==> src/rtl/pnds_pkg.sv <==
// ----------------------------------------------------------------------------
// pnds_pkg
// shared types, character constants and the byte classifier for the
// person name dot and space normalizer
// ----------------------------------------------------------------------------
package pnds_pkg;

  localparam int unsigned BYTE_W = 8;
  localparam int unsigned RUN_MAX = 3;
  localparam int unsigned RUN_CNT_W = 2;

  localparam logic [BYTE_W-1:0] CH_SPACE = 8'h20;
  localparam logic [BYTE_W-1:0] CH_DOT   = 8'h2E;
  localparam logic [BYTE_W-1:0] CH_NUL   = 8'h00;
  // class comes from the low seven bits, so the 8'h80 bit is ignored
  localparam logic [BYTE_W-1:0] HIGH_BIT = 8'h80;

  typedef enum logic [2:0] {
    MODE_SKIP    = 3'd0,
    MODE_COPY    = 3'd1,
    MODE_ONE_DOT = 3'd2,
    MODE_TWO_DOT = 3'd3,
    MODE_GAP     = 3'd4
  } mode_t;

  typedef enum logic [1:0] {
    KIND_TEXT = 2'd0,
    KIND_END  = 2'd1,
    KIND_WS   = 2'd2,
    KIND_DOT  = 2'd3
  } kind_t;

  // up to three output words caused by one input word, data[0] goes first
  typedef struct packed {
    logic [RUN_CNT_W-1:0]           count;
    logic [RUN_MAX-1:0][BYTE_W-1:0] data;
    logic                           name_end;
  } run_t;

  function automatic kind_t classify(input logic [BYTE_W-1:0] b);
    logic [BYTE_W-1:0] low;
    kind_t             k;
    low = b & ~HIGH_BIT;
    priority if (low == CH_NUL) begin
      k = KIND_END;
    end else if ((low >= 8'd9 && low <= 8'd13) || low == CH_SPACE || low == 8'h5F) begin
      k = KIND_WS;
    end else if (low == CH_DOT) begin
      k = KIND_DOT;
    end else begin
      k = KIND_TEXT;
    end
    return k;
  endfunction

endpackage

==> src/rtl/pnds_in_if.sv <==
// ----------------------------------------------------------------------------
// pnds_in_if
// input channel: one name byte per word, valid/ready handshake
// ----------------------------------------------------------------------------
interface pnds_in_if;
  logic       valid;
  logic       ready;
  logic [7:0] in_byte;

  modport source (output valid, output in_byte, input ready);
  modport sink (input valid, input in_byte, output ready);
endinterface

==> src/rtl/pnds_out_if.sv <==
// ----------------------------------------------------------------------------
// pnds_out_if
// output channel: one canonical byte per word with run and name end flags
// ----------------------------------------------------------------------------
interface pnds_out_if;
  logic       valid;
  logic       ready;
  logic [7:0] out_byte;
  logic       run_last;
  logic       name_end;

  modport source (output valid, output out_byte, output run_last, output name_end,
                  input ready);
  modport sink (input valid, input out_byte, input run_last, input name_end,
                output ready);
endinterface

==> src/rtl/pnds_skid.sv <==
// ----------------------------------------------------------------------------
// pnds_skid
// input register with skid slot, upstream ready comes straight from a flop
// ----------------------------------------------------------------------------
module pnds_skid
  import pnds_pkg::*;
(
  input  logic              clk,
  input  logic              rst,
  input  logic              s_valid,
  input  logic [BYTE_W-1:0] s_byte,
  output logic              s_ready,
  output logic              m_valid,
  output logic [BYTE_W-1:0] m_byte,
  input  logic              m_ready
);

  logic              main_valid;
  logic [BYTE_W-1:0] main_byte;
  logic              skid_valid;
  logic [BYTE_W-1:0] skid_byte;
  logic              take;
  logic              pop;

  assign s_ready = !skid_valid;
  assign m_valid = main_valid;
  assign m_byte  = main_byte;
  assign take    = s_valid && s_ready;
  assign pop     = main_valid && m_ready;

  always_ff @(posedge clk) begin
    if (rst) begin
      main_valid <= 1'b0;
      skid_valid <= 1'b0;
    end else if (!main_valid || pop) begin
      if (skid_valid) begin
        main_valid <= 1'b1;
        skid_valid <= 1'b0;
      end else begin
        main_valid <= take;
      end
    end else if (take) begin
      skid_valid <= 1'b1;
    end
  end

  always_ff @(posedge clk) begin
    if (!main_valid || pop) begin
      main_byte <= skid_valid ? skid_byte : s_byte;
    end
    if (take && main_valid && !pop) begin
      skid_byte <= s_byte;
    end
  end

`ifndef ASSERT_OFF
  a_skid_behind_main: assert property (@(posedge clk) disable iff (rst)
    skid_valid |-> main_valid)
    else $error("skid slot holds a word while the main register is empty");

  a_skid_holds: assert property (@(posedge clk) disable iff (rst)
    skid_valid && !pop |=> skid_valid && $stable(skid_byte))
    else $error("skid word lost while main register stalled");
`endif

endmodule

==> src/rtl/pnds_fsm.sv <==
// ----------------------------------------------------------------------------
// pnds_fsm
// scan mode register and the single pass that turns one byte into a run
// ----------------------------------------------------------------------------
module pnds_fsm
  import pnds_pkg::*;
(
  input  logic              clk,
  input  logic              rst,
  input  logic              in_valid,
  input  logic [BYTE_W-1:0] in_byte,
  input  logic              run_free,
  output logic              load,
  output run_t              run
);

  mode_t mode;
  mode_t mode_next;
  kind_t kind;
  logic  fire;

  assign kind = classify(in_byte);
  assign fire = in_valid && run_free;
  assign load = fire && (run.count != '0);

  always_ff @(posedge clk) begin
    if (rst) begin
      mode <= MODE_SKIP;
    end else if (fire) begin
      mode <= mode_next;
    end
  end

  always_comb begin
    mode_next    = mode;
    run.count    = 2'd0;
    run.data     = '0;
    run.name_end = 1'b0;
    if (kind == KIND_END) begin
      // a pending dot is flushed before the terminator
      if (mode == MODE_ONE_DOT || mode == MODE_TWO_DOT) begin
        run.count   = 2'd2;
        run.data[0] = CH_DOT;
        run.data[1] = CH_NUL;
      end else begin
        run.count   = 2'd1;
        run.data[0] = CH_NUL;
      end
      run.name_end = 1'b1;
      mode_next    = MODE_SKIP;
    end else begin
      unique case (mode)
        MODE_COPY: begin
          if (kind == KIND_TEXT) begin
            run.count   = 2'd1;
            run.data[0] = in_byte;
          end else if (kind == KIND_WS) begin
            mode_next = MODE_GAP;
          end else begin
            mode_next = MODE_ONE_DOT;
          end
        end
        MODE_ONE_DOT: begin
          if (kind == KIND_TEXT) begin
            run.count   = 2'd2;
            run.data[0] = CH_SPACE;
            run.data[1] = in_byte;
            mode_next   = MODE_COPY;
          end else if (kind == KIND_WS) begin
            run.count   = 2'd1;
            run.data[0] = CH_DOT;
            mode_next   = MODE_GAP;
          end else begin
            mode_next = MODE_TWO_DOT;
          end
        end
        MODE_TWO_DOT: begin
          if (kind == KIND_TEXT) begin
            run.count   = 2'd3;
            run.data[0] = CH_DOT;
            run.data[1] = CH_SPACE;
            run.data[2] = in_byte;
            mode_next   = MODE_COPY;
          end else if (kind == KIND_WS) begin
            run.count   = 2'd1;
            run.data[0] = CH_DOT;
            mode_next   = MODE_GAP;
          end
        end
        MODE_GAP: begin
          if (kind != KIND_WS) begin
            run.count   = 2'd2;
            run.data[0] = CH_SPACE;
            run.data[1] = in_byte;
            mode_next   = MODE_COPY;
          end
        end
        default: begin
          // skipping leading whitespace; unused codes behave the same
          if (kind != KIND_WS) begin
            run.count   = 2'd1;
            run.data[0] = in_byte;
            mode_next   = MODE_COPY;
          end
        end
      endcase
    end
  end

`ifndef ASSERT_OFF
  a_end_restarts: assert property (@(posedge clk) disable iff (rst)
    fire && kind == KIND_END |=> mode == MODE_SKIP)
    else $error("mode not back to skip after end of name");

  a_dot_pending: assert property (@(posedge clk) disable iff (rst)
    fire && kind == KIND_DOT && mode == MODE_COPY |=> mode == MODE_ONE_DOT)
    else $error("dot after text did not open a dot run");
`endif

endmodule

==> src/rtl/pnds_run.sv <==
// ----------------------------------------------------------------------------
// pnds_run
// result register holding one run, shifted out one word per handshake
// ----------------------------------------------------------------------------
module pnds_run
  import pnds_pkg::*;
(
  input  logic              clk,
  input  logic              rst,
  input  logic              load,
  input  run_t              run,
  output logic              run_free,
  output logic              out_valid,
  input  logic              out_ready,
  output logic [BYTE_W-1:0] out_byte,
  output logic              run_last,
  output logic              name_end
);

  logic                           valid;
  logic [RUN_CNT_W-1:0]           count;
  logic [RUN_MAX-1:0][BYTE_W-1:0] data;
  logic                           end_flag;
  logic                           pop;

  assign out_valid = valid;
  assign out_byte  = data[0];
  assign run_last  = (count == 2'd1);
  assign name_end  = end_flag && run_last;
  assign pop       = valid && out_ready;
  assign run_free  = !valid || (pop && run_last);

  always_ff @(posedge clk) begin
    if (rst) begin
      valid <= 1'b0;
      count <= '0;
    end else if (load) begin
      valid <= 1'b1;
      count <= run.count;
    end else if (pop) begin
      valid <= !run_last;
      count <= count - 2'd1;
    end
  end

  always_ff @(posedge clk) begin
    if (load) begin
      data     <= run.data;
      end_flag <= run.name_end;
    end else if (pop) begin
      data <= {CH_NUL, data[RUN_MAX-1:1]};
    end
  end

`ifndef ASSERT_OFF
  a_count_nonzero: assert property (@(posedge clk) disable iff (rst)
    valid |-> count != 2'd0)
    else $error("result register valid with empty run");

  a_drain: assert property (@(posedge clk) disable iff (rst)
    pop && run_last && !load |=> !valid)
    else $error("result register not empty after last word of a run");

  a_no_overwrite: assert property (@(posedge clk) disable iff (rst)
    load |-> run_free)
    else $error("new run loaded over undelivered words");
`endif

endmodule

==> src/rtl/person_name_dot_space_normalizer.sv <==
// path: a taken byte waits in the input register until the scanner loads its run into
//   the result register, from which its first word can then be taken
// throughput: one input byte per cycle while each byte yields at most one word and
//   the output is ready; a byte yielding k words holds the result register until all
//   are taken, and the skid slot lets one more byte in while a word waits downstream
// reset: rst, synchronous, active high; empties both buffers, scanner skips whitespace
// ----------------------------------------------------------------------------
// person_name_dot_space_normalizer
// normalizes the spacing and dots of a name string, one byte in, zero to
// three bytes out, with a zero word flagged at the end of each name
// ----------------------------------------------------------------------------
module person_name_dot_space_normalizer
  import pnds_pkg::*;
(
  input  logic        clk,
  input  logic        rst,
  pnds_in_if.sink     in_ch,
  pnds_out_if.source  out_ch
);

  // input register plus skid slot
  logic              fsm_valid;
  logic [BYTE_W-1:0] fsm_byte;
  // run handoff between scanner and result register
  logic              run_free;
  logic              load;
  run_t              run;

  // skid buffer: in_ch.ready is a flop output, no path from out_ch.ready
  pnds_skid u_skid (
    .clk     (clk),
    .rst     (rst),
    .s_valid (in_ch.valid),
    .s_byte  (in_ch.in_byte),
    .s_ready (in_ch.ready),
    .m_valid (fsm_valid),
    .m_byte  (fsm_byte),
    .m_ready (run_free)
  );

  // scanner: classifies the byte and builds its whole run in one pass;
  // the byte is consumed whenever the result register can take a new run,
  // also when the run is empty (whitespace, dots held back)
  pnds_fsm u_fsm (
    .clk      (clk),
    .rst      (rst),
    .in_valid (fsm_valid),
    .in_byte  (fsm_byte),
    .run_free (run_free),
    .load     (load),
    .run      (run)
  );

  // result register: delivers the run word by word; it frees up in the
  // same cycle its last word is taken so runs follow back to back
  pnds_run u_run (
    .clk       (clk),
    .rst       (rst),
    .load      (load),
    .run       (run),
    .run_free  (run_free),
    .out_valid (out_ch.valid),
    .out_ready (out_ch.ready),
    .out_byte  (out_ch.out_byte),
    .run_last  (out_ch.run_last),
    .name_end  (out_ch.name_end)
  );

endmodule

==> src/flat_wrapper.sv <==
// flat-port wrapper written by rule: the top's interface ports become plain ports
module person_name_dot_space_normalizer_flat import pnds_pkg::*;
  (clk, rst, in_ch_valid, in_ch_in_byte, in_ch_ready, out_ch_valid, out_ch_out_byte, out_ch_run_last, out_ch_name_end, out_ch_ready);
  pnds_in_if in_ch_i ();
  pnds_out_if out_ch_i ();
  input  logic clk;
  input  logic rst;
  input wire logic [$bits(in_ch_i.valid)-1:0] in_ch_valid;
  input wire logic [$bits(in_ch_i.in_byte)-1:0] in_ch_in_byte;
  output wire logic [$bits(in_ch_i.ready)-1:0] in_ch_ready;
  output wire logic [$bits(out_ch_i.valid)-1:0] out_ch_valid;
  output wire logic [$bits(out_ch_i.out_byte)-1:0] out_ch_out_byte;
  output wire logic [$bits(out_ch_i.run_last)-1:0] out_ch_run_last;
  output wire logic [$bits(out_ch_i.name_end)-1:0] out_ch_name_end;
  input wire logic [$bits(out_ch_i.ready)-1:0] out_ch_ready;
  assign in_ch_i.valid = in_ch_valid;
  assign in_ch_i.in_byte = in_ch_in_byte;
  assign in_ch_ready = in_ch_i.ready;
  assign out_ch_valid = out_ch_i.valid;
  assign out_ch_out_byte = out_ch_i.out_byte;
  assign out_ch_run_last = out_ch_i.run_last;
  assign out_ch_name_end = out_ch_i.name_end;
  assign out_ch_i.ready = out_ch_ready;
  person_name_dot_space_normalizer u_core (.clk(clk), .rst(rst), .in_ch(in_ch_i), .out_ch(out_ch_i));
endmodule
==> config.mk <==
export PLATFORM = sky130hd
export DESIGN_NAME = person_name_dot_space_normalizer_flat
export DESIGN_NICKNAME = d
export VERILOG_FILES = /design/src/rtl/pnds_pkg.sv /design/src/rtl/pnds_in_if.sv /design/src/rtl/pnds_out_if.sv /design/src/rtl/pnds_skid.sv /design/src/rtl/pnds_fsm.sv /design/src/rtl/pnds_run.sv /design/src/rtl/person_name_dot_space_normalizer.sv /design/src/flat_wrapper.sv
export SDC_FILE = /design/constraint.sdc
export NUM_CORES = 1
export LEC_CHECK = 0
export ABC_AREA = 1
export ABC_CLOCK_PERIOD_IN_PS = 7600
export BUFFER_PORTS_ARGS = -buffer_cell sky130_fd_sc_hd__buf_2
export CORE_UTILIZATION = 40
export DETAILED_ROUTE_END_ITERATION = 12
export GPL_ROUTABILITY_DRIVEN = 0
export SETUP_SLACK_MARGIN = 0.15
export SLEW_MARGIN = 10
export SYNTH_ARGS = -nofsm -noshare
export SYNTH_HDL_FRONTEND = slang
export SYNTH_SLANG_ARGS = --single-unit
export TNS_END_PERCENT = 100
==> constraint.sdc <==
create_clock -name clk -period 7.6 [get_ports clk]
set_input_delay 0.76 -clock clk [delete_from_list [all_inputs] [get_ports clk]]
set_output_delay 0.76 -clock clk [all_outputs]
set_load 0.01 [all_outputs]
==> flow_summary.html, run 1 <==
<table>
<tr><th>Metric</th><th>Value</th></tr>
<tr><th colspan="2">Timing</th></tr>
<tr><td>Worst Skew</td><td>~0.012 ns</td></tr>
<tr><td>Setup TNS</td><td>0 ns</td></tr>
<tr><td>Final hold violations</td><td>0</td></tr>
<tr><td>Number of slew-limit violations in the final report</td><td>0</td></tr>
<tr><td>Setup-violating endpoint count in the final report</td><td>0</td></tr>
<tr><td>Minimum period implied by the final worst setup slack</td><td>3.060 ns</td></tr>
<tr><td>RSZ-0062 raised after global routing</td><td>false</td></tr>
<tr><td>Period Utilization, post-route</td><td>between 40% and 50%</td></tr>
<tr><td>Worst rel slew slack</td><td>around a quarter</td></tr>
<tr><td>Transition time at the pin with the least slew margin</td><td>about 1.1 ns</td></tr>
<tr><td>Fmax achieved</td><td>between 0.3 and 0.4 GHz</td></tr>
<tr><th colspan="2">Layout</th></tr>
<tr><td>Storage cell area</td><td>about 1400 um^2</td></tr>
<tr><td>Fill count</td><td>610</td></tr>
<tr><td>Most used cells in the layout excluding fill and tap cells</td><td>sky130_fd_sc_hd__nand2_1 (82), sky130_fd_sc_hd__edfxtp_1 (41), sky130_fd_sc_hd__nor2_1 (34)</td></tr>
<tr><td>Final std cells w/o fill</td><td>393</td></tr>
<tr><td>Most common cell after layout, fill and taps aside</td><td>sky130_fd_sc_hd__nand2_1</td></tr>
<tr><td>Footprint of the multi-input gates</td><td>approximately 1000 um^2</td></tr>
<tr><td>Inserted Diodes</td><td>0</td></tr>
<tr><td>Synthesis-to-layout area growth</td><td>7.895%</td></tr>
<tr><td>Net count reported at finish</td><td>around 330</td></tr>
<tr><td>Fraction of final layout cells with drive strength greater than 1</td><td>between 10% and 20%</td></tr>
<tr><th colspan="2">Detailed routing</th></tr>
<tr><td>Antenna violation net count after detailed routing</td><td>0</td></tr>
<tr><td>Overall routed net length</td><td>~4700 um</td></tr>
<tr><td>DRT iter0 DRCs</td><td>between 100 and 150</td></tr>
<tr><td>Avg Vias per Cell</td><td>between 4 and 5</td></tr>
<tr><td>Total DRC errors in the routed layout</td><td>0</td></tr>
<tr><td>Drt wl/cell</td><td>roughly 12 um</td></tr>
<tr><td>Number of detailed-route iterations in the first pass</td><td>4</td></tr>
<tr><td>Vias after detailed routing</td><td>1915</td></tr>
<tr><th colspan="2">Floorplanning</th></tr>
<tr><td>Die Span Y</td><td>between 80 and 90 um</td></tr>
<tr><td>Die X</td><td>just over 80 um</td></tr>
<tr><td>Die Area</td><td>between 6000 and 7000 um^2</td></tr>
<tr><td>Initial Utilization</td><td>41.42%</td></tr>
<tr><td>Area inside the core boundary</td><td>6314 um^2</td></tr>
<tr><td>Count of boundary I/O pins</td><td>24</td></tr>
<tr><td>Cell row count</td><td>29</td></tr>
<tr><th colspan="2">CTS</th></tr>
<tr><td>H-tree lvl count</td><td>2</td></tr>
<tr><td>CTS sink cnt</td><td>49</td></tr>
<tr><td>Root Buffer Master</td><td>sky130_fd_sc_hd__clkbuf_8</td></tr>
<tr><td>CTS tree</td><td>done</td></tr>
<tr><td>Clock latency reported for the late side of the worst-skew pair</td><td>~0.31 ns</td></tr>
<tr><td>Register clock-pin slew on the reported worst setup and hold paths</td><td>approximately 0.09 ns</td></tr>
<tr><td>TritonCTS buffer count</td><td>5</td></tr>
<tr><td>Cells resized by post-CTS repair</td><td>0</td></tr>
<tr><td>Maximum clock path buffer count</td><td>2</td></tr>
<tr><td>Hold buffer count at cts</td><td>0</td></tr>
<tr><td>Count of buffers added by post-CTS timing repair for setup</td><td>0</td></tr>
<tr><th colspan="2">Global routing</th></tr>
<tr><td>First-pass GRT wire length</td><td>8273 um</td></tr>
<tr><td>Global-route usage over all layers</td><td>approximately 15%</td></tr>
<tr><td>Total overflow reported by the global router</td><td>0</td></tr>
<tr><td>Via count of the first global-routing pass</td><td>~1800</td></tr>
<tr><td>Initial antenna violation count</td><td>0</td></tr>
<tr><td>Pin count of the biggest net entering global routing</td><td>26</td></tr>
<tr><th colspan="2">Place</th></tr>
<tr><td>HPWL after detailed placement</td><td>~3400 um</td></tr>
<tr><td>Number of instances in the placed design</td><td>385</td></tr>
<tr><td>Port bufs</td><td>23</td></tr>
<tr><th colspan="2">Synthesis</th></tr>
<tr><td>Flops &amp; latches, synth</td><td>49</td></tr>
<tr><td>Mean area per synthesized cell</td><td>between 8 and 9 um^2</td></tr>
<tr><td>Post-synth cell types</td><td>29</td></tr>
<tr><td>Seq/Total Area, Yosys</td><td>53.21%</td></tr>
<tr><td>Synthesized Nets</td><td>between 300 and 400</td></tr>
<tr><td>Post-synth design cell area</td><td>~2600 um^2</td></tr>
<tr><td>Synth warn</td><td>0</td></tr>
<tr><td>Synthesized instance count</td><td>298</td></tr>
<tr><th colspan="2">Worst setup path</th></tr>
<tr><td>Critical Path RT</td><td>7.35 ns</td></tr>
<tr><td>Crit-path slowest cell</td><td>sky130_fd_sc_hd__nand3_1</td></tr>
<tr><td>Longest individual stage delay on the worst path</td><td>just over 0.8 ns</td></tr>
<tr><td>CP Launch Type</td><td>flop</td></tr>
<tr><td>Crit path max-delay family</td><td>simple AND/OR/NAND/NOR gates</td></tr>
<tr><td>Worst Path Class, Setup</td><td>reg -&gt; reg</td></tr>
<tr><td>Highest fanout seen on the critical path</td><td>25</td></tr>
<tr><td>Buf+Inv Stages, Crit Path</td><td>1</td></tr>
<tr><td>Data arrival time of the critical path</td><td>approximately 2.8 ns</td></tr>
<tr><td>Capturing element type of the critical path</td><td>flop</td></tr>
<tr><td>Cells traversed along the worst timing path</td><td>nor2_1, nand3_2, nor2_4, inv_2, nand2_2, nor2_1, nand2_2, nand3_2, nand2_4, nand3_1</td></tr>
<tr><th colspan="2">Power</th></tr>
<tr><td>Max IR drop VDD</td><td>roughly 0.000095 V</td></tr>
<tr><td>P per Cell Area</td><td>about 210 nW/um^2</td></tr>
<tr><td>Leakage component of the power</td><td>1.305 nW</td></tr>
<tr><th colspan="2">Run status</th></tr>
<tr><td>Result of the run</td><td>finished, final reports clean</td></tr>
<tr><th colspan="2">Flow run</th></tr>
<tr><td>Max Cap Viol</td><td>0</td></tr>
<tr><th colspan="2">Worst hold path</th></tr>
<tr><td>Path category of the worst min-delay check</td><td>reg -&gt; reg</td></tr>
</table>
worst register-to-register path, delay by kind of cell, from the launching register on:
| kind | cells | cell delay (ns) |
|---|---|---|
| buffers and inverters | 1 | 0.11 |
| DFF | 1 | 0.47 |
| and+or+nand+nor | 9 | 1.93 |
cell usage after synthesis:
cell                       count  area, um^2
sky130_fd_sc_hd__a21boi_0      1       7.510
sky130_fd_sc_hd__a21oi_1       2       10.01
sky130_fd_sc_hd__a21oi_2       3       26.28
sky130_fd_sc_hd__a31oi_1       2       12.51
sky130_fd_sc_hd__buf_2         1       5.000
sky130_fd_sc_hd__buf_4         9       67.56
sky130_fd_sc_hd__buf_6         2       22.52
sky130_fd_sc_hd__clkbuf_1      1       3.750
sky130_fd_sc_hd__clkinv_1      1       3.750
sky130_fd_sc_hd__dfxtp_1       8       160.2
sky130_fd_sc_hd__edfxtp_1     41        1231
sky130_fd_sc_hd__ha_1          1       12.51
sky130_fd_sc_hd__inv_1        26       97.59
sky130_fd_sc_hd__inv_2         5       18.77
sky130_fd_sc_hd__nand2_1      82       307.8
sky130_fd_sc_hd__nand2_2       4       25.02
sky130_fd_sc_hd__nand2_4       4       45.04
sky130_fd_sc_hd__nand3_1      33       165.2
sky130_fd_sc_hd__nand3_2       3       30.03
sky130_fd_sc_hd__nand4_1       3       18.77
sky130_fd_sc_hd__nor2_1       34       127.6
sky130_fd_sc_hd__nor2_2        8       50.05
sky130_fd_sc_hd__nor2_4        2       22.52
sky130_fd_sc_hd__nor2_8        1       20.02
sky130_fd_sc_hd__nor3_1        1       5.000
sky130_fd_sc_hd__nor3_2        1       10.01
sky130_fd_sc_hd__o211ai_2      1       12.51
sky130_fd_sc_hd__o21ai_0      13       65.06
sky130_fd_sc_hd__o22ai_1       5       31.28
metal layers:
metal  global-route usage [%]  vias up  share of wire (%)
li1                         -     1010                  -
met1                    19.30      844                 47
met2                    23.25       55                 47
met3                    3.579        6                4.0
met4                    6.270        0                1.5
met5                        0        -                  0
area by class of cell:
cell class | count | share of cell area [%]
clock inverters | 3 | 0.8869
repair buffers | 23 | 4.080
inverters | 32 | 4.257
multi-input cells | 204 | 35.61
flip-flops and latches | 49 | 49.31
clock buffers | 5 | 2.439
well taps | 77 | 3.415
sequential cells by signal, indices dropped and copies added (netlist names):
name	cells
u_core.u_skid.skid_valid	1
u_core.u_skid.m_valid	1
u_core.u_run.out_valid	1
u_core.u_fsm.mode	3
u_core.u_skid.skid_byte	8
u_core.u_run.end_flag	1
u_core.u_run.out_byte	8
u_core.u_skid.m_byte	8
u_core.u_run.data	16
u_core.u_run.count	2
power by group:
part / internal, mW / total [mW] / switching (mW)
clock network: 0.0666 / 0.161 / 0.0940
registers: 0.321 / 0.331 / 0.0102
logic: 0.0337 / 0.100 / 0.0665
worst paths after layout:
kind | startpoint | endpoint | slack [ns] | cells after the start
setup / recovery | u_core.u_skid.m_byte[2] | u_core.u_run.data[18] | 4.54 | 10
hold reg to reg | u_core.u_skid.skid_byte[4] | u_core.u_skid.m_byte[4] | 0.52 | 2
hold / removal | u_core.u_skid.skid_byte[4] | u_core.u_skid.m_byte[4] | 0.52 | 2
setup reg to reg | u_core.u_skid.m_byte[2] | u_core.u_run.data[18] | 4.54 | 10
stage by stage:
stage	worst slack (ns)	hold slack, ns	power, mW	utilization, %	instance area, um^2
finish	4.540	0.5241	0.5923	44.69	2821
CTS	4.472	0.5280	0.5990	44.69	2821
floorplan	5.141	0.4943	0.4214	-	2615
global placement	4.524	0.4989	0.4372	43.20	2728
detailed placement	4.494	0.5042	0.4388	43.20	2728
global route	4.254	0.5483	0.6245	44.69	2821
cells by family (layout without fill, tap and decap cells):
group,after synthesis,in the layout,synth area share [%]
AO/OA/AOI/OAI,27,27,6.316
adder cells (fa/ha/maj),1,1,0.4784
buffers and inverters,45,63,8.372
flip-flops,49,49,53.21
AND/OR/NAND/NOR,176,176,31.63
Note: power is estimated with default switching activity, not from simulation.
==> inputs of run 2 (changes only) <==
Settings changed: ABC_AREA 1 to 0, ABC_CLOCK_PERIOD_IN_PS 7600 to 2500.
Clock period 7.6 ns to 2.5 ns, I/O delays scaled along.
==> flow_summary.html, run 2 <==
<table>
<tr><th>Metric</th><th>Value</th></tr>
<tr><th colspan="2">Synthesis</th></tr>
<tr><td>Simple logic cell fraction of the synthesized area</td><td>roughly 14%</td></tr>
<tr><td>Post-synth design cell area</td><td>around 2400 um^2</td></tr>
<tr><td>Async S/R FF share, synth</td><td>0%</td></tr>
<tr><td>Fraction of synthesized cell area taken by the top area cell type</td><td>roughly 50%</td></tr>
<tr><td>Post-synth cell types</td><td>49</td></tr>
<tr><td>Cell types with the highest counts after synthesis</td><td>sky130_fd_sc_hd__edfxtp_1 (41), sky130_fd_sc_hd__nor2_1 (13), sky130_fd_sc_hd__nor3_1 (13)</td></tr>
<tr><td>Synth top area cells</td><td>sky130_fd_sc_hd__edfxtp_1 (50%), sky130_fd_sc_hd__dfxtp_1 (6.6%), sky130_fd_sc_hd__mux2_2 (4.1%)</td></tr>
<tr><td>Seq/Total Area, Yosys</td><td>between 50% and 60%</td></tr>
<tr><td>Flops &amp; latches, synth</td><td>~50</td></tr>
<tr><td>Share of synthesized cell area in full adder, half adder and majority cells</td><td>less than 1%</td></tr>
<tr><td>Synthesized instance count</td><td>204</td></tr>
<tr><td>Mean area per synthesized cell</td><td>around 12 um^2</td></tr>
<tr><td>Library cell with the highest instance count after synthesis</td><td>sky130_fd_sc_hd__edfxtp_1</td></tr>
<tr><td>EDFF count, synth</td><td>slightly above 40</td></tr>
<tr><td>Compound-Gate Fraction of Synth Area</td><td>15.61%</td></tr>
<tr><td>Synth warn</td><td>0</td></tr>
<tr><td>Dominant combinational cell family by area after synthesis</td><td>compound AO/OA/AOI/OAI gates</td></tr>
<tr><td>Portion of netlist area occupied by mux cells</td><td>under 10%</td></tr>
<tr><td>Leading register cell type out of synthesis</td><td>sky130_fd_sc_hd__edfxtp_1</td></tr>
<tr><td>Cell type with the largest total area after synthesis</td><td>sky130_fd_sc_hd__edfxtp_1</td></tr>
<tr><td>Synthesized Nets</td><td>approximately 220</td></tr>
<tr><td>Parity-gate share of the synthesized area counting xor and xnor cells</td><td>less than 1%</td></tr>
<tr><th colspan="2">Global routing</th></tr>
<tr><td>Via count of the first global-routing pass</td><td>1588</td></tr>
<tr><td>First-pass GRT wire length</td><td>between 7000 and 8000 um</td></tr>
<tr><td>Total overflow reported by the global router</td><td>0</td></tr>
<tr><td>Global-route usage over all layers</td><td>between 10% and 20%</td></tr>
<tr><td>Pin count of the biggest net entering global routing</td><td>25</td></tr>
<tr><td>Initial antenna violation count</td><td>0</td></tr>
<tr><th colspan="2">Floorplanning</th></tr>
<tr><td>Count of boundary I/O pins</td><td>24</td></tr>
<tr><td>Initial Utilization</td><td>between 40 and 50%</td></tr>
<tr><td>Area inside the core boundary</td><td>roughly 5900 um^2</td></tr>
<tr><td>Die X</td><td>roughly 80 um</td></tr>
<tr><td>Die Area</td><td>roughly 6400 um^2</td></tr>
<tr><td>Die Span Y</td><td>80.18 um</td></tr>
<tr><td>Cell row count</td><td>28</td></tr>
<tr><th colspan="2">Flow run</th></tr>
<tr><td>Max Cap Viol</td><td>0</td></tr>
<tr><th colspan="2">Layout</th></tr>
<tr><td>Max FFs per register</td><td>16</td></tr>
<tr><td>Post-layout utilization of the core</td><td>between 40% and 50%</td></tr>
<tr><td>Most used cells in the layout excluding fill and tap cells</td><td>sky130_fd_sc_hd__edfxtp_1 (41), sky130_fd_sc_hd__buf_4 (25), sky130_fd_sc_hd__buf_2 (23)</td></tr>
<tr><td>Final std cells w/o fill</td><td>321</td></tr>
<tr><td>Storage cell area</td><td>roughly 1400 um^2</td></tr>
<tr><td>Inserted Diodes</td><td>0</td></tr>
<tr><td>Final cell area excluding filler cells</td><td>2920 um^2</td></tr>
<tr><td>Most common cell after layout, fill and taps aside</td><td>sky130_fd_sc_hd__edfxtp_1</td></tr>
<tr><td>Fraction of final layout cells with drive strength greater than 1</td><td>a little over a third</td></tr>
<tr><td>Fill count</td><td>~560</td></tr>
<tr><td>Footprint of the multi-input gates</td><td>between 900 and 1000 um^2</td></tr>
<tr><td>Largest register by flop count</td><td>u_core.u_run.data</td></tr>
<tr><td>Synthesis-to-layout area growth</td><td>19.45%</td></tr>
<tr><td>Net count reported at finish</td><td>~260</td></tr>
<tr><th colspan="2">Detailed routing</th></tr>
<tr><td>Uppermost signal routing layer after detailed routing</td><td>met4</td></tr>
<tr><td>Avg Vias per Cell</td><td>between 5 and 6</td></tr>
<tr><td>Overall routed net length</td><td>between 4000 and 5000 um</td></tr>
<tr><td>Total DRC errors in the routed layout</td><td>1</td></tr>
<tr><td>DRT iter0 DRCs</td><td>around 120</td></tr>
<tr><td>Met1 wire length</td><td>~2200 um</td></tr>
<tr><td>WL met3</td><td>241 um</td></tr>
<tr><td>Number of detailed-route iterations in the first pass</td><td>8</td></tr>
<tr><td>Vias after detailed routing</td><td>1711</td></tr>
<tr><td>Antenna violation net count after detailed routing</td><td>0</td></tr>
<tr><td>Drt wl/cell</td><td>about 15 um</td></tr>
<tr><td>WL met2</td><td>2161 um</td></tr>
<tr><th colspan="2">CTS</th></tr>
<tr><td>Hold buffer count at cts</td><td>0</td></tr>
<tr><td>Root Buffer Master</td><td>sky130_fd_sc_hd__clkbuf_8</td></tr>
<tr><td>CTS sink cnt</td><td>49</td></tr>
<tr><td>Register clock-pin slew on the reported worst setup and hold paths</td><td>roughly 0.090 ns</td></tr>
<tr><td>TritonCTS buffer count</td><td>5</td></tr>
<tr><td>H-tree lvl count</td><td>2</td></tr>
<tr><td>Clock latency reported for the late side of the worst-skew pair</td><td>0.31 ns</td></tr>
<tr><td>CTS tree</td><td>done</td></tr>
<tr><td>Maximum clock path buffer count</td><td>2</td></tr>
<tr><th colspan="2">Worst setup path</th></tr>
<tr><td>Reg-to-reg endpoint</td><td>u_core.u_run.data[14]</td></tr>
<tr><td>Data arrival time of the critical path</td><td>~2.5 ns</td></tr>
<tr><td>Highest fanout seen on the critical path</td><td>17</td></tr>
<tr><td>Worst Path Class, Setup</td><td>reg -&gt; reg</td></tr>
<tr><td>CP Launch Type</td><td>flop</td></tr>
<tr><td>R2R Path Start</td><td>u_core.u_skid.m_byte[1]</td></tr>
<tr><td>Count of cells along the worst register-to-register path</td><td>8</td></tr>
<tr><td>Critical Path RT</td><td>about 2.6 ns</td></tr>
<tr><td>Minimum setup slack among reg-to-reg paths</td><td>about 0.09 ns</td></tr>
<tr><td>Capturing element type of the critical path</td><td>flop</td></tr>
<tr><th colspan="2">Place</th></tr>
<tr><td>Dpl ws</td><td>about 0.064 ns</td></tr>
<tr><td>Port bufs</td><td>23</td></tr>
<tr><td>Number of instances in the placed design</td><td>302</td></tr>
<tr><td>HPWL after detailed placement</td><td>roughly 3300 um</td></tr>
<tr><td>Dpl cell area</td><td>~2700 um^2</td></tr>
<tr><th colspan="2">Worst hold path</th></tr>
<tr><td>Path category of the worst min-delay check</td><td>in -&gt; reg</td></tr>
<tr><td>Hold worst-path end</td><td>u_core.u_skid.skid_byte[5]</td></tr>
<tr><td>Startpoint of the lowest-slack hold path</td><td>in_ch_in_byte[5]</td></tr>
<tr><td>Worst Hold Depth</td><td>1</td></tr>
<tr><th colspan="2">Power</th></tr>
<tr><td>Max IR drop VDD</td><td>0.0003335 V</td></tr>
<tr><td>Power after layout</td><td>between 1.5 and 2 mW</td></tr>
<tr><td>Leakage component of the power</td><td>between 1 and 1.5 nW</td></tr>
<tr><td>P per Cell Area</td><td>564.0 nW/um^2</td></tr>
<tr><th colspan="2">Timing</th></tr>
<tr><td>Transition time at the pin with the least slew margin</td><td>0.5531 ns</td></tr>
<tr><td>Worst hold slack</td><td>around 0.13 ns</td></tr>
<tr><td>Final hold violations</td><td>0</td></tr>
<tr><td>Setup-violating endpoint count in the final report</td><td>0</td></tr>
<tr><td>Period Utilization, post-route</td><td>a little over nine tenths</td></tr>
<tr><td>Worst-case setup margin in the final layout</td><td>roughly 0.092 ns</td></tr>
<tr><td>Worst rel slew slack</td><td>between 60% and 70%</td></tr>
<tr><td>Setup TNS</td><td>0 ns</td></tr>
<tr><td>Worst Skew</td><td>0.005234 ns</td></tr>
<tr><td>RSZ-0062 raised after global routing</td><td>true</td></tr>
<tr><td>Number of slew-limit violations in the final report</td><td>0</td></tr>
<tr><td>Fmax achieved</td><td>slightly above 0.4 GHz</td></tr>
<tr><td>Minimum period implied by the final worst setup slack</td><td>2.408 ns</td></tr>
<tr><th colspan="2">Run status</th></tr>
<tr><td>Violations in the final reports</td><td>design-rule violations</td></tr>
<tr><td>Result of the run</td><td>finished with violations</td></tr>
</table>
-- run 2: what timing repair did --
item                       in CTS  in global routing
cloned                          0                  1
pin swaps                       1                  3
setup buffers                   8                  2
setup endpoints to repair      44                 48
resized for setup               3                  7
hold endpoints to repair        0                  0
-- run 2: power breakdown --
group	switching [mW]	leakage [nW]	total (mW)	internal [mW]
Combinational	0.119	0.601	0.225	0.106
Sequential	0.0186	0.440	0.944	0.925
Clock	0.281	0.0422	0.478	0.197
-- run 2: worst max-delay path by stage --
stage,startpoint,to,cells after the start
finish,u_core.u_skid.m_byte[1],u_core.u_run.data[14],8
global route,u_core.u_skid.m_byte[1],u_core.u_run.out_byte[4],8
CTS,u_core.u_skid.m_byte[1],u_core.u_run.data[18],8
detailed placement,u_core.u_skid.m_byte[2],u_core.u_run.data[22],8
global placement,u_core.u_skid.m_byte[2],u_core.u_run.data[23],8
floorplan,u_core.u_skid.m_byte[2],u_core.u_run.out_byte[5],7
-- run 2: cell families (layout without fill, tap and decap cells) --
logic type / after synthesis / in the layout
simple gates: 66 / 67
buf+inv: 26 / 67
xor+xnor: 1 / 1
flops: 49 / 49
compound gates: 47 / 47
fa+ha+maj: 1 / 1
mux: 14 / 14
-- run 2: cell type report --
cell class | instances | share of cell area, %
Clock buffer | 5 | 2.356
Clock inverter | 3 | 0.6855
Inverter | 9 | 1.157
Multi-Input combinational cell | 130 | 33.76
Sequential cell | 49 | 47.64
Tap cell | 75 | 3.213
Timing Repair Buffer | 50 | 11.18
-- run 2: per-layer routing --
layer	global-route usage [%]	up-vias
met3	3.977	10
met4	7.679	0
met1	21.42	806
li1	-	842
met5	0	-
met2	23.85	53
-- run 2: worst max-delay path, stage by stage, from the launching register on --
cell and delay, ns:
sky130_fd_sc_hd__edfxtp_1 0.45, sky130_fd_sc_hd__buf_4 0.16, sky130_fd_sc_hd__nor3_2 0.17, sky130_fd_sc_hd__nor3_2 0.09, sky130_fd_sc_hd__or3_4 0.42, sky130_fd_sc_hd__a211oi_4 0.33, sky130_fd_sc_hd__o21ai_4 0.13, sky130_fd_sc_hd__buf_12 0.18
sky130_fd_sc_hd__a22o_1 0.24
==> inputs of run 3 (changes only) <==
Settings changed: ABC_CLOCK_PERIOD_IN_PS 2500 to 3100, RECOVER_POWER set to 50.
Clock period 2.5 ns to 3.1 ns, I/O delays scaled along.
==> flow_summary.html, run 3 (synthesized netlist as in run 2, its figures left out) <==
<table>
<tr><th>Metric</th><th>Value</th></tr>
<tr><th colspan="2">Run status</th></tr>
<tr><td>Result of the run</td><td>finished, final reports clean</td></tr>
<tr><th colspan="2">Layout</th></tr>
<tr><td>Final std cells w/o fill</td><td>299</td></tr>
<tr><td>Most common cell after layout, fill and taps aside</td><td>sky130_fd_sc_hd__edfxtp_1</td></tr>
<tr><td>Max FFs per register</td><td>16</td></tr>
<tr><td>Fraction of final layout cells with drive strength greater than 1</td><td>between 10% and 20%</td></tr>
<tr><td>Inserted Diodes</td><td>0</td></tr>
<tr><td>Largest register by flop count</td><td>u_core.u_run.data</td></tr>
<tr><td>Most used cells in the layout excluding fill and tap cells</td><td>sky130_fd_sc_hd__edfxtp_1 (41), sky130_fd_sc_hd__clkbuf_1 (15), sky130_fd_sc_hd__nor3_1 (13), sky130_fd_sc_hd__nor2_1 (13), sky130_fd_sc_hd__a22o_1 (11)</td></tr>
<tr><td>Final cell area excluding filler cells</td><td>around 2700 um^2</td></tr>
<tr><td>Net count reported at finish</td><td>approximately 240</td></tr>
<tr><td>Synthesis-to-layout area growth</td><td>8.495%</td></tr>
<tr><td>Fill count</td><td>approximately 570</td></tr>
<tr><th colspan="2">Floorplanning</th></tr>
<tr><td>Initial Utilization</td><td>roughly 41%</td></tr>
<tr><td>Area inside the core boundary</td><td>5921 um^2</td></tr>
<tr><td>Cell row count</td><td>28</td></tr>
<tr><td>Count of boundary I/O pins</td><td>24</td></tr>
<tr><td>Die Area</td><td>between 6000 and 7000 um^2</td></tr>
<tr><td>Die Span Y</td><td>roughly 80 um</td></tr>
<tr><td>Die X</td><td>approximately 80 um</td></tr>
<tr><th colspan="2">Power</th></tr>
<tr><td>Leakage component of the power</td><td>slightly above 0.9 nW</td></tr>
<tr><td>P per Cell Area</td><td>484.1 nW/um^2</td></tr>
<tr><td>Max IR drop VDD</td><td>0.0002245 V</td></tr>
<tr><th colspan="2">Worst setup path</th></tr>
<tr><td>Minimum setup slack among reg-to-reg paths</td><td>~0.5 ns</td></tr>
<tr><td>Worst Path Class, Setup</td><td>reg -&gt; reg</td></tr>
<tr><td>Data arrival time of the critical path</td><td>2.66 ns</td></tr>
<tr><td>Reg-to-reg endpoint</td><td>u_core.u_run.data[17]</td></tr>
<tr><td>Capturing element type of the critical path</td><td>flop</td></tr>
<tr><td>Launch point of the critical path</td><td>u_core.u_skid.m_byte[2]</td></tr>
<tr><td>Endpoint of the most critical setup path</td><td>u_core.u_run.data[17]</td></tr>
<tr><td>Highest fanout seen on the critical path</td><td>24</td></tr>
<tr><td>R2R Path Start</td><td>u_core.u_skid.m_byte[2]</td></tr>
<tr><td>Critical Path RT</td><td>~3.2 ns</td></tr>
<tr><td>CP Launch Type</td><td>flop</td></tr>
<tr><td>Count of cells along the worst register-to-register path</td><td>7</td></tr>
<tr><th colspan="2">Global routing</th></tr>
<tr><td>Total overflow reported by the global router</td><td>0</td></tr>
<tr><td>Pin count of the biggest net entering global routing</td><td>25</td></tr>
<tr><td>Global-route usage over all layers</td><td>14.60%</td></tr>
<tr><td>Via count of the first global-routing pass</td><td>roughly 1500</td></tr>
<tr><td>First-pass GRT wire length</td><td>slightly above 7000 um</td></tr>
<tr><td>Initial antenna violation count</td><td>0</td></tr>
<tr><th colspan="2">Timing</th></tr>
<tr><td>Setup TNS</td><td>0 ns</td></tr>
<tr><td>Worst hold slack</td><td>about 0.19 ns</td></tr>
<tr><td>Fmax achieved</td><td>about 0.38 GHz</td></tr>
<tr><td>RSZ-0062 raised after global routing</td><td>false</td></tr>
<tr><td>Transition time at the pin with the least slew margin</td><td>between 0.6 and 0.7 ns</td></tr>
<tr><td>Worst rel slew slack</td><td>57.15%</td></tr>
<tr><td>Number of slew-limit violations in the final report</td><td>0</td></tr>
<tr><td>Worst-case setup margin in the final layout</td><td>~0.49 ns</td></tr>
<tr><td>Minimum period implied by the final worst setup slack</td><td>2.614 ns</td></tr>
<tr><td>Setup-violating endpoint count in the final report</td><td>0</td></tr>
<tr><td>Worst Skew</td><td>between 0.01 and 0.015 ns</td></tr>
<tr><td>Period Utilization, post-route</td><td>84.32%</td></tr>
<tr><td>Final hold violations</td><td>0</td></tr>
<tr><th colspan="2">Place</th></tr>
<tr><td>Number of instances in the placed design</td><td>a little under 300</td></tr>
<tr><td>Dpl cell area</td><td>about 2600 um^2</td></tr>
<tr><td>HPWL after detailed placement</td><td>2983 um</td></tr>
<tr><td>Dpl ws</td><td>0.5088 ns</td></tr>
<tr><td>Port bufs</td><td>23</td></tr>
<tr><th colspan="2">Detailed routing</th></tr>
<tr><td>Drt wl/cell</td><td>about 14 um</td></tr>
<tr><td>Total DRC errors in the routed layout</td><td>0</td></tr>
<tr><td>DRT iter0 DRCs</td><td>approximately 100</td></tr>
<tr><td>Overall routed net length</td><td>around 4200 um</td></tr>
<tr><td>Number of detailed-route iterations in the first pass</td><td>4</td></tr>
<tr><td>Vias after detailed routing</td><td>1586</td></tr>
<tr><td>Antenna violation net count after detailed routing</td><td>0</td></tr>
<tr><td>Avg Vias per Cell</td><td>around 5.3</td></tr>
<tr><th colspan="2">CTS</th></tr>
<tr><td>Register clock-pin slew on the reported worst setup and hold paths</td><td>~0.09 ns</td></tr>
<tr><td>H-tree lvl count</td><td>2</td></tr>
<tr><td>Maximum clock path buffer count</td><td>2</td></tr>
<tr><td>Root Buffer Master</td><td>sky130_fd_sc_hd__clkbuf_8</td></tr>
<tr><td>Hold buffer count at cts</td><td>0</td></tr>
<tr><td>Cells resized by post-CTS repair</td><td>0</td></tr>
<tr><td>Clock latency reported for the late side of the worst-skew pair</td><td>0.31 ns</td></tr>
<tr><td>Count of buffers added by post-CTS timing repair for setup</td><td>0</td></tr>
<tr><td>CTS sink cnt</td><td>around 50</td></tr>
<tr><td>TritonCTS buffer count</td><td>5</td></tr>
<tr><td>CTS tree</td><td>done</td></tr>
<tr><th colspan="2">Flow run</th></tr>
<tr><td>Max Cap Viol</td><td>0</td></tr>
<tr><th colspan="2">Worst hold path</th></tr>
<tr><td>Path category of the worst min-delay check</td><td>in -&gt; reg</td></tr>
</table>
==> run 3: cell count changes in the layout (fill, tap and decap cells not counted), sizes merged <==
cell / previous run / this run
buf: 50 / 14
clkbuf: 5 / 20
nand2: 10 / 9
==> run 3: power by group <==
group          total, mW  switching, mW  internal, mW
clock              0.379          0.220         0.159
combinational      0.133         0.0739        0.0596
sequential         0.771         0.0246         0.747
==> run 3: stage by stage <==
stage | total power [mW] | util [%]
after CTS | 1.303 | 45.22
after global routing | 1.334 | 44.80
after floorplan | 0.8870 | -
after detailed placement | 0.9223 | 43.72
after global placement | 0.9215 | 43.72
final | 1.284 | 44.80
==> run 3: worst min-delay path by stage <==
stage                                start                          to  slack [ns]  cells past startpoint
after floorplan           in_ch_in_byte[0]  u_core.u_skid.skid_byte[0]        0.41                      0
after global placement    in_ch_in_byte[3]  u_core.u_skid.skid_byte[3]        0.50                      1
after detailed placement  in_ch_in_byte[1]  u_core.u_skid.skid_byte[1]        0.50                      1
after CTS                 in_ch_in_byte[1]  u_core.u_skid.skid_byte[1]        0.17                      1
after global routing      in_ch_in_byte[2]  u_core.u_skid.skid_byte[2]        0.18                      1
final                     in_ch_in_byte[1]  u_core.u_skid.skid_byte[1]        0.19                      1
==> run 3: area by class of cell <==
class	instances	area [um^2]	area share [%]
clock inverter	3	20.02	0.7547
sequential	49	1391	52.45
inverter	9	33.78	1.274
clock buffer	5	68.82	2.594
tap	75	93.84	3.538
multi-input combinational	129	905.9	34.15
timing repair buffer	29	138.9	5.236
==> run 3: routing by layer <==
metal / GRT usage (%) / vias to the layer above / wire length [um]
met5: 0 / - / 0
met4: 6.071 / 0 / 66
met1: 18.92 / 750 / 2084
li1: - / 795 / -
met2: 23.33 / 35 / 1887
met3: 3.409 / 6 / 166
==> run 3: worst max-delay path, cell delays in order, from the launching register on <==
cell and delay (ns):
sky130_fd_sc_hd__edfxtp_1 0.54, sky130_fd_sc_hd__or4_1 0.66, sky130_fd_sc_hd__a21oi_4 0.20, sky130_fd_sc_hd__nor2_2 0.05, sky130_fd_sc_hd__o221a_4 0.26, sky130_fd_sc_hd__o21ai_4 0.31, sky130_fd_sc_hd__nand2_1 0.09, sky130_fd_sc_hd__buf_4 0.23
